[src/rtl/dhns_pkg.sv]
// Shared types and constants for the decimal/hex number scanner.
// No dependencies; used by every module of the block.
package dhns_pkg;

   // Default cap on the consumed-length count
   localparam logic [31:0] MaxScanLengthDefault = 32'd65535;

   // Entries in the queue between front and back
   localparam int QueueDepth = 4;

   // Character codes
   localparam logic [7:0] CharNul   = 8'h00;
   localparam logic [7:0] CharTab   = 8'h09;
   localparam logic [7:0] CharCr    = 8'h0D;
   localparam logic [7:0] CharSpace = 8'h20;
   localparam logic [7:0] CharComma = 8'h2C;
   localparam logic [7:0] CharMinus = 8'h2D;
   localparam logic [7:0] CharZero  = 8'h30;
   localparam logic [7:0] CharNine  = 8'h39;
   localparam logic [7:0] CharUpA   = 8'h41;
   localparam logic [7:0] CharUpF   = 8'h46;
   localparam logic [7:0] CharUpX   = 8'h58;
   localparam logic [7:0] CharLoA   = 8'h61;
   localparam logic [7:0] CharLoF   = 8'h66;
   localparam logic [7:0] CharLoX   = 8'h78;

   // Input request
   typedef struct packed {
      logic [7:0] char_byte;
      logic       field_start;
   } dhns_req_type;

   // Result
   typedef struct packed {
      logic        ok;
      logic [31:0] number_value;
      logic [15:0] scanned_length;
      logic        was_hex;
   } dhns_rsp_type;

   // Classified character, as queued between front and back
   typedef struct packed {
      logic       field_start;
      logic       is_white;
      logic       is_zero;
      logic       is_x;
      logic       is_minus;
      logic       is_nul;
      logic       is_sep;
      logic       is_dec;
      logic       is_hex;
      logic [3:0] digit;
   } dhns_class_type;

   // Scan phase
   typedef enum logic [2:0] {
      PH_IDLE,
      PH_WHITE,
      PH_ZERO,
      PH_HEXWHITE,
      PH_HEX,
      PH_DEC,
      PH_DONE
   } phase_type;

endpackage

[src/rtl/dhns_front.sv]
// Front end: classifies each incoming character for the scan engine.
// Depends on dhns_pkg.
module dhns_front (
   input  dhns_pkg::dhns_req_type   req_item,
   output dhns_pkg::dhns_class_type cls_item
);

   logic [7:0] c;
   logic       lower_hex;
   logic       upper_hex;

   assign c = req_item.char_byte;

   // Hex letter ranges
   assign lower_hex = (c >= dhns_pkg::CharLoA) && (c <= dhns_pkg::CharLoF);
   assign upper_hex = (c >= dhns_pkg::CharUpA) && (c <= dhns_pkg::CharUpF);

   // Character classes
   always_comb begin
      cls_item.field_start = req_item.field_start;
      cls_item.is_white    = (c == dhns_pkg::CharSpace) ||
                             ((c >= dhns_pkg::CharTab) && (c <= dhns_pkg::CharCr));
      cls_item.is_zero     = (c == dhns_pkg::CharZero);
      cls_item.is_x        = (c == dhns_pkg::CharLoX) || (c == dhns_pkg::CharUpX);
      cls_item.is_minus    = (c == dhns_pkg::CharMinus);
      cls_item.is_nul      = (c == dhns_pkg::CharNul);
      cls_item.is_sep      = (c == dhns_pkg::CharTab) || (c == dhns_pkg::CharComma) ||
                             (c == dhns_pkg::CharSpace);
      cls_item.is_dec      = (c >= dhns_pkg::CharZero) && (c <= dhns_pkg::CharNine);
      cls_item.is_hex      = cls_item.is_dec || lower_hex || upper_hex;
      // '0'..'9' carry their value in the low nibble; 'a'/'A' have low nibble 1
      cls_item.digit       = cls_item.is_dec ? c[3:0] : (c[3:0] + 4'd9);
   end

endmodule

[src/rtl/dhns_queue.sv]
// Small queue of classified characters between front and back.
// Depends on dhns_pkg.
module dhns_queue (
   input  logic                     clock,
   input  logic                     reset,
   input  logic                     push_valid,
   output logic                     push_ready,
   input  dhns_pkg::dhns_class_type push_item,
   output logic                     pop_valid,
   input  logic                     pop_ready,
   output dhns_pkg::dhns_class_type pop_item
);

   localparam int PtrW = $clog2(dhns_pkg::QueueDepth);
   localparam int CntW = $clog2(dhns_pkg::QueueDepth + 1);

   dhns_pkg::dhns_class_type entry_ff [dhns_pkg::QueueDepth];
   logic [PtrW-1:0] wr_ptr_ff, wr_ptr_in;
   logic [PtrW-1:0] rd_ptr_ff, rd_ptr_in;
   logic [CntW-1:0] cnt_ff, cnt_in;
   logic            push;
   logic            pop;

   assign push_ready = (cnt_ff != CntW'(dhns_pkg::QueueDepth));
   assign pop_valid  = (cnt_ff != '0);
   assign pop_item   = entry_ff[rd_ptr_ff];
   assign push       = push_valid && push_ready;
   assign pop        = pop_valid && pop_ready;

   // Pointer and fill bookkeeping
   always_comb begin
      wr_ptr_in = push ? (wr_ptr_ff + 1'b1) : wr_ptr_ff;
      rd_ptr_in = pop  ? (rd_ptr_ff + 1'b1) : rd_ptr_ff;
      cnt_in    = cnt_ff + CntW'(push) - CntW'(pop);
   end

   always_ff @(posedge clock) begin
      if (reset) begin
         wr_ptr_ff <= '0;
         rd_ptr_ff <= '0;
         cnt_ff    <= '0;
      end else begin
         wr_ptr_ff <= wr_ptr_in;
         rd_ptr_ff <= rd_ptr_in;
         cnt_ff    <= cnt_in;
      end
   end

   // Entry storage
   always_ff @(posedge clock) begin
      if (push) begin
         entry_ff[wr_ptr_ff] <= push_item;
      end
   end

endmodule

[src/rtl/dhns_back.sv]
// Back end: scan state machine, accumulator, length counter and result register.
// Depends on dhns_pkg.
module dhns_back #(
   parameter logic [31:0] MAX_SCAN_LENGTH = dhns_pkg::MaxScanLengthDefault
) (
   input  logic                     clock,
   input  logic                     reset,
   input  logic                     q_valid,
   output logic                     q_pop,
   input  dhns_pkg::dhns_class_type q_item,
   output logic                     rsp_valid,
   input  logic                     rsp_ready,
   output dhns_pkg::dhns_rsp_type   rsp_data
);

   localparam logic [15:0] LenCap =
      (MAX_SCAN_LENGTH < 32'd65535) ? MAX_SCAN_LENGTH[15:0] : 16'hFFFF;

   dhns_pkg::phase_type    phase_ff, phase_in, eff_phase;
   logic [31:0]            acc_ff, acc_in, eff_acc;
   logic [15:0]            cnt_ff, cnt_in, eff_cnt;
   logic                   neg_ff, neg_in, eff_neg;
   logic                   any_ff, any_in, eff_any;
   logic                   rsp_valid_ff, rsp_valid_in;
   dhns_pkg::dhns_rsp_type rsp_ff, rsp_in;

   logic        out_free;
   logic        in_white, in_zero, in_hexwhite, in_hex, in_dec;
   logic        do_dec, do_hex, dec_stop, hex_stop, fire, ok, base_any;
   logic        inc_ws, inc_minus, inc_x2, inc_zero_digit, inc_digit;
   logic [1:0]  step_n;
   logic [16:0] cnt_sum;

   assign out_free = !rsp_valid_ff || rsp_ready;
   assign q_pop    = q_valid && out_free;

   // A field start drops any scan in progress
   assign eff_phase = q_item.field_start ? dhns_pkg::PH_WHITE : phase_ff;
   assign eff_acc   = q_item.field_start ? '0 : acc_ff;
   assign eff_cnt   = q_item.field_start ? '0 : cnt_ff;
   assign eff_neg   = q_item.field_start ? 1'b0 : neg_ff;
   assign eff_any   = q_item.field_start ? 1'b0 : any_ff;

   assign in_white    = (eff_phase == dhns_pkg::PH_WHITE);
   assign in_zero     = (eff_phase == dhns_pkg::PH_ZERO);
   assign in_hexwhite = (eff_phase == dhns_pkg::PH_HEXWHITE);
   assign in_hex      = (eff_phase == dhns_pkg::PH_HEX);
   assign in_dec      = (eff_phase == dhns_pkg::PH_DEC);

   // Which digit path handles this character
   assign do_dec = (in_white && !q_item.is_white && !q_item.is_zero && !q_item.is_nul &&
                    !q_item.is_minus) || (in_zero && !q_item.is_x) || in_dec;
   assign do_hex = (in_hexwhite && !q_item.is_white) || in_hex;

   // A lone '0' counts as a decimal digit
   assign base_any = eff_any || in_zero;
   assign dec_stop = do_dec && !q_item.is_dec;
   assign hex_stop = do_hex && !q_item.is_hex;
   assign fire     = (in_white && q_item.is_nul) || dec_stop || hex_stop;

   always_comb begin
      if (hex_stop) begin
         ok = base_any;
      end else if (dec_stop) begin
         ok = q_item.is_nul || (q_item.is_sep && base_any);
      end else begin
         ok = 1'b0;
      end
   end

   // Consumed-byte increments
   assign inc_ws         = (in_white || in_hexwhite) && q_item.is_white;
   assign inc_minus      = in_white && q_item.is_minus;
   assign inc_x2         = in_zero && q_item.is_x;
   assign inc_zero_digit = in_zero && !q_item.is_x;
   assign inc_digit      = (do_dec && q_item.is_dec) || (do_hex && q_item.is_hex);
   assign step_n  = 2'(inc_ws) + 2'(inc_minus) + {inc_x2, 1'b0} + 2'(inc_zero_digit) +
                    2'(inc_digit);
   assign cnt_sum = {1'b0, eff_cnt} + 17'(step_n);

   // Next phase
   always_comb begin
      phase_in = phase_ff;
      if (q_pop) begin
         case (eff_phase)
            dhns_pkg::PH_WHITE: begin
               if (fire)                 phase_in = dhns_pkg::PH_DONE;
               else if (q_item.is_white) phase_in = dhns_pkg::PH_WHITE;
               else if (q_item.is_zero)  phase_in = dhns_pkg::PH_ZERO;
               else                      phase_in = dhns_pkg::PH_DEC;
            end
            dhns_pkg::PH_ZERO: begin
               if (q_item.is_x)  phase_in = dhns_pkg::PH_HEXWHITE;
               else if (fire)    phase_in = dhns_pkg::PH_DONE;
               else              phase_in = dhns_pkg::PH_DEC;
            end
            dhns_pkg::PH_HEXWHITE: begin
               if (q_item.is_white) phase_in = dhns_pkg::PH_HEXWHITE;
               else if (fire)       phase_in = dhns_pkg::PH_DONE;
               else                 phase_in = dhns_pkg::PH_HEX;
            end
            dhns_pkg::PH_HEX: phase_in = fire ? dhns_pkg::PH_DONE : dhns_pkg::PH_HEX;
            dhns_pkg::PH_DEC: phase_in = fire ? dhns_pkg::PH_DONE : dhns_pkg::PH_DEC;
            dhns_pkg::PH_DONE: phase_in = dhns_pkg::PH_DONE;
            default:           phase_in = dhns_pkg::PH_IDLE;
         endcase
      end
   end

   // Datapath and result
   always_comb begin
      acc_in = acc_ff;
      cnt_in = cnt_ff;
      neg_in = neg_ff;
      any_in = any_ff;
      if (q_pop) begin
         if (do_dec && q_item.is_dec) begin
            acc_in = (eff_acc << 3) + (eff_acc << 1) + 32'(q_item.digit);
         end else if (do_hex && q_item.is_hex) begin
            acc_in = {eff_acc[27:0], q_item.digit};
         end else begin
            acc_in = eff_acc;
         end
         cnt_in = (cnt_sum > {1'b0, LenCap}) ? LenCap : cnt_sum[15:0];
         neg_in = eff_neg || inc_minus;
         any_in = eff_any || inc_zero_digit || inc_digit;
      end

      rsp_in.ok             = ok;
      rsp_in.number_value   = (ok && eff_neg) ? (32'd0 - eff_acc) : eff_acc;
      rsp_in.scanned_length = (cnt_sum > {1'b0, LenCap}) ? LenCap : cnt_sum[15:0];
      rsp_in.was_hex        = hex_stop;

      if (q_pop && fire)  rsp_valid_in = 1'b1;
      else if (rsp_ready) rsp_valid_in = 1'b0;
      else                rsp_valid_in = rsp_valid_ff;
   end

   always_ff @(posedge clock) begin
      if (reset) begin
         phase_ff     <= dhns_pkg::PH_IDLE;
         acc_ff       <= '0;
         cnt_ff       <= '0;
         neg_ff       <= 1'b0;
         any_ff       <= 1'b0;
         rsp_valid_ff <= 1'b0;
      end else begin
         phase_ff     <= phase_in;
         acc_ff       <= acc_in;
         cnt_ff       <= cnt_in;
         neg_ff       <= neg_in;
         any_ff       <= any_in;
         rsp_valid_ff <= rsp_valid_in;
      end
   end

   // Result payload
   always_ff @(posedge clock) begin
      if (q_pop && fire) begin
         rsp_ff <= rsp_in;
      end
   end

   assign rsp_valid = rsp_valid_ff;
   assign rsp_data  = rsp_ff;

`ifndef SYNTH
   // Finished scan stays finished until a new field starts
   a_done_holds: assert property (@(posedge clock) disable iff (reset)
      (phase_ff == dhns_pkg::PH_DONE) && !(q_pop && q_item.field_start)
      |=> (phase_ff == dhns_pkg::PH_DONE))
      else $error("scan left DONE without a field start");

   // No digits accumulated before the digit phases
   a_acc_clear: assert property (@(posedge clock) disable iff (reset)
      (phase_ff == dhns_pkg::PH_WHITE || phase_ff == dhns_pkg::PH_ZERO ||
       phase_ff == dhns_pkg::PH_HEXWHITE) |-> (acc_ff == '0))
      else $error("accumulator nonzero before digits");

   // Length count respects the cap
   a_cnt_cap: assert property (@(posedge clock) disable iff (reset)
      cnt_ff <= LenCap)
      else $error("consumed count above cap");

   // A new result appears only from a popped stop character
   a_rsp_src: assert property (@(posedge clock) disable iff (reset)
      $rose(rsp_valid_ff) |-> $past(q_pop && fire))
      else $error("result without a stop character");
`endif

endmodule

[src/rtl/decimal_hex_number_scanner_core.sv]
// Top level of the decimal/hex number scanner.
// Depends on dhns_pkg, dhns_front, dhns_queue and dhns_back.
//
// Usage:
//   req_ channel carries one character per request (char_byte) with a
//   field_start flag that opens a new field and drops any scan in progress.
//   rsp_ channel carries at most one result per field: ok, number_value,
//   scanned_length and was_hex, issued at the character that stops the scan.
//   Characters after the stop character are dropped until the next start.
// Throughput: one character per cycle while no result is held; the accumulator
//   shift-add in the back end is combinational.
// Result path: the stop character is registered in a queue entry, then in the
//   result register, where rsp_valid rises; a held result or earlier queued
//   characters can hold it back in the queue.
// Stalls: a held result blocks the back end; the 4-entry queue keeps
//   accepting until full, then req_ready drops.
// Reset: synchronous; clears the queue, the result valid flag and the scan
//   state to idle, so characters are ignored until a field start.
module decimal_hex_number_scanner_core #(
   parameter logic [31:0] MAX_SCAN_LENGTH = dhns_pkg::MaxScanLengthDefault
) (
   input  logic                   clock,
   input  logic                   reset,
   input  logic                   req_valid,
   output logic                   req_ready,
   input  dhns_pkg::dhns_req_type req_data,
   output logic                   rsp_valid,
   input  logic                   rsp_ready,
   output dhns_pkg::dhns_rsp_type rsp_data
);

   dhns_pkg::dhns_class_type cls_item;
   dhns_pkg::dhns_class_type q_item;
   logic                     q_valid;
   logic                     q_pop;

   // Character classification
   dhns_front u_front (
      .req_item (req_data),
      .cls_item (cls_item)
   );

   // Decoupling queue
   dhns_queue u_queue (
      .clock      (clock),
      .reset      (reset),
      .push_valid (req_valid),
      .push_ready (req_ready),
      .push_item  (cls_item),
      .pop_valid  (q_valid),
      .pop_ready  (q_pop),
      .pop_item   (q_item)
   );

   // Scan engine
   dhns_back #(
      .MAX_SCAN_LENGTH (MAX_SCAN_LENGTH)
   ) u_back (
      .clock     (clock),
      .reset     (reset),
      .q_valid   (q_valid),
      .q_pop     (q_pop),
      .q_item    (q_item),
      .rsp_valid (rsp_valid),
      .rsp_ready (rsp_ready),
      .rsp_data  (rsp_data)
   );

endmodule
[config.mk]
export PLATFORM = sky130hd
export DESIGN_NAME = decimal_hex_number_scanner_core
export DESIGN_NICKNAME = d
export VERILOG_FILES = /design/src/rtl/dhns_pkg.sv /design/src/rtl/dhns_front.sv /design/src/rtl/dhns_queue.sv /design/src/rtl/dhns_back.sv /design/src/rtl/decimal_hex_number_scanner_core.sv
export SDC_FILE = /design/constraint.sdc
export NUM_CORES = 1
export LEC_CHECK = 0
export BUFFER_PORTS_ARGS = -buffer_cell sky130_fd_sc_hd__buf_2
export CORE_MARGIN = 8
export CORE_UTILIZATION = 30
export CTS_CLUSTER_DIAMETER = 100
export DETAILED_ROUTE_END_ITERATION = 10
export PLACE_DENSITY = 0.56
export SYNTH_ARGS = -nofsm -noshare
export SYNTH_HDL_FRONTEND = slang
export SYNTH_SLANG_ARGS = --single-unit
[constraint.sdc]
create_clock -name clock -period 10.62 [get_ports clock]
set_clock_uncertainty 0.1 [all_clocks]
set_input_delay 1.593 -clock clock [delete_from_list [all_inputs] [get_ports clock]]
set_output_delay 1.593 -clock clock [all_outputs]
set_load 0.1 [all_outputs]
==> results.md <==
- Routed WL per cell: between 15 and 20 um
- Biggest cell delay along the critical path: slightly above 0.9 ns
- CTS Hold Bufs: 0
- GRT Resource Usage Total: between 10 and 15%
- Final wirelength: about 26000 um
- Distinct cells, synth: 86
- Crit path required time: ~11 ns
- Worst path buffer plus inverter count: 2
- Reg-to-reg slack, setup: roughly 4.3 ns
- CP top delay family: simple AND/OR/NAND/NOR gates
- Worst Hold Class: reg -> reg
- Post-cts gate resize count: 0
- Horiz. Die Dim: roughly 200 um
- Synth warn: 0
- Antenna Cells: 0
- Drt via density: between 5 and 6
- Initial Util: 30.11%
- GPL Wtd Cong: 0.8454
- Fin crit share: between 50% and 60%
- Insertion delay to the later sink of the worst-skew pair: approximately 0.44 ns
- Largest net degree at the start of global routing: 63
- Crit. End Element: flop
- Min Hold Slack: about 0.37 ns
- Final nets: approximately 1200
- Antenna violations before repair: 0
- Synth async-reset ratio: 0%
- Global route overflow: 0
- Total vias in the final route: roughly 8000
- Worst hold path startpoint: u_back.acc_ff[14]$_SDFFE_PP0P_
- HPWL Detailed: about 18000 um
- Leak: ~4.7 nW
- Hold depth: 2
- Die area: ~40000 sq um
- Post-Syn Nets: roughly 1100
- Status: finished clean
- Root buf cell: clkbuf_16
- Post-CTS Setup Bufs: 0
- Post-route DRC violation count: 0
- PwrDens: between 200 and 300 nW/um^2
- Initial DRC Count: between 400 and 500
- Setup CP Type: reg -> reg
- Hold Path End: u_back.acc_ff[14]$_SDFFE_PP0P_
- Most frequent cells in the layout: 120 x nand2_1, 102 x edfxtp_1, 89 x nor2_1
- Max_slew headroom: a little under a quarter
- H-Tree Depth: 4
- Critical path peak fanout: 28
- Detail Route Antenna Nets: 0
- Crit-path slowest cell: dfxtp_1
- Setup_tns: 0 ns
- Ports: between 60 and 70
- Input/output buffers: 64
- Startpoint types: flop
- Finish-stage setup viols: 0
- Core area: about 34000 sq um
- Tightest Pin Transition: ~1.2 ns
- Deepest clock path buffer count: 2
- Number of synthesized flops with an enable pin: around 100
- Leading cell type in the layout, fill and taps excluded: nand2_1
- Unrepaired setup endpoints after global routing: false
- Post-Syn Area: roughly 10000 sq um
- Syn_area_per_cell: 9.734 sq um
- Clock Pin Slew Worst Setup and Hold Paths: around 0.080 ns
- Slew Viols, Final: 0
- MaxCap Viol Count: 0
- Worst setup margin: about 4.3 ns
- Area Growth Syn to Fin: 12.65%
- TritonCTS Buffers: 17
- Seq cells post-synth: 165
- Share of layout cells above drive strength 1: between 10% and 20%
- Vias in the first global route: 7926
- Clock sinks: between 150 and 200
- Final hold viol count: 0
- Area post-placement: around 11000 sq um
- First-pass GRT wire length: about 42000 um
- R2r worst-path depth: 19
- Crit path cell chain: mux4_2 -> o2bb2ai_1 -> nand3_1 -> nand2_2 -> inv_1 -> fa_1 -> inv_1 -> ha_1 -> xnor2_1 -> xnor2_1 -> ha_1 -> a21oi_1 -> nor4b_4 -> and2_1 -> nor2b_1 -> o21ai_0 -> a31oi_1 -> nand2_1 -> a21oi_1
- Cells after Synth: roughly 1100
- IR drop worst, VDD: 0.1640 mV
- Final instance area: about 12000 sq um
- Crit path time final: between 6 and 7 ns
- Critical Path AT: 6.55 ns
- CTS tree: yes
- Sequential area share after synthesis: between 40% and 50%
- Pre-antenna DRT Iters: 5
- Worst slack, placed: approximately 4.2 ns
- Core Rows: 68
- Die Height: ~200 um
- Most used flip-flop cell after synthesis: edfxtp_1
- Fmax: around 160 MHz
- Reg2reg end: u_back.cnt_ff[15]$_SDFFE_PP0P_
[layer usage]
layer	part of all wire, %	global-route usage (%)
met1	46	16.80
met2	48	21.20
met3	4.0	2.203
met4	1.6	3.496
met5	0	0
[final cells by class]
type / count / area (sq um)
clock inverters: 15 / 171.4
clock buffers: 17 / 425.4
inverters: 45 / 168.9
flip-flops and latches: 165 / 4324
well taps: 455 / 569.3
fillers: 3544 / 22600
multi-input cells: 794 / 5562
repair buffers: 72 / 380.4
[cell families (layout without fill, tap and decap cells)]
kind of cell	Yosys count	after routing	synth area share, %
muxes	29	29	4.434
and+or+nand+nor	348	348	16.56
buffers and inverters	99	149	4.143
DFF	165	165	41.99
xor gates and xnor gates	57	57	4.848
AOI/OAI and AO/OA	284	284	18.43
adders and majority gates	76	76	9.598
[synth_stat cells, types with 5 or more instances]
master / count / area [sq um]
o21a_1: 7 / 52.55
fa_1: 5 / 100.1
a21oi_1: 82 / 410.4
and2_1: 6 / 37.54
and3_1: 16 / 100.1
a21o_1: 9 / 67.56
edfxtp_1: 102 / 3063
buf_2: 11 / 55.05
o21ai_2: 8 / 70.07
xnor2_1: 40 / 350.3
ha_1: 71 / 888.4
or3_1: 6 / 37.54
o211ai_1: 37 / 277.8
o31ai_1: 15 / 112.6
buf_6: 5 / 56.30
nand2b_1: 10 / 62.56
mux2i_1: 13 / 130.1
a22oi_1: 11 / 82.58
xor2_1: 17 / 148.9
nor3_1: 23 / 115.1
dfxtp_1: 63 / 1261
a211oi_1: 11 / 82.58
inv_1: 45 / 168.9
mux4_2: 13 / 292.8
o22ai_1: 9 / 56.30
o21ai_0: 43 / 215.2
clkbuf_1: 35 / 131.4
nand3_1: 22 / 110.1
nand2_1: 120 / 450.4
a31oi_1: 7 / 43.79
nor2_1: 89 / 334.1
nor2b_1: 15 / 93.84
[worst min-delay path: stages, from the launching register on]
cell and delay (ns):
dfxtp_1 0.32, nand2_1 0.05, a21oi_1 0.05
[metrics by stage]
step	cells	util, %	total power [mW]
after floorplan	1058	-	2.237
after CTS	1563	33.92	3.193
after global placement	1531	32.17	2.540
final	1563	33.92	3.151
after detailed placement	1531	32.17	2.554
after global routing	1563	33.92	3.331
[power by group]
part	internal (mW)	switching, mW
Combinational	0.335	1.21
Clock	0.320	0.309
Sequential	0.875	0.104
[how the worst max path moves through the flow]
stage / end / slack, ns / cells after the start
final: u_back.cnt_ff[15]$_SDFFE_PP0P_ / 4.33 / 19
after global routing: u_back.cnt_ff[15]$_SDFFE_PP0P_ / 3.70 / 19
after CTS: u_back.cnt_ff[15]$_SDFFE_PP0P_ / 4.23 / 19
after detailed placement: u_back.cnt_ff[15]$_SDFFE_PP0P_ / 4.23 / 19
after global placement: u_back.cnt_ff[15]$_SDFFE_PP0P_ / 4.40 / 19
after floorplan: u_back.cnt_ff[3]$_SDFFE_PP0P_ / 5.88 / 20
[flip-flops by register name, indices dropped and copies added, names as in the netlist, 2 cells and up, named ones only]
signal and cells:
u_back.acc_ff 32, u_back.cnt_ff 16, u_back.phase_ff 3, u_back.rsp_data 50
u_queue.cnt_ff 3, u_queue.entry_ff 52, u_queue.rd_ptr_ff 2, u_queue.wr_ptr_ff 2
Power figures use the tool's default switching activity.
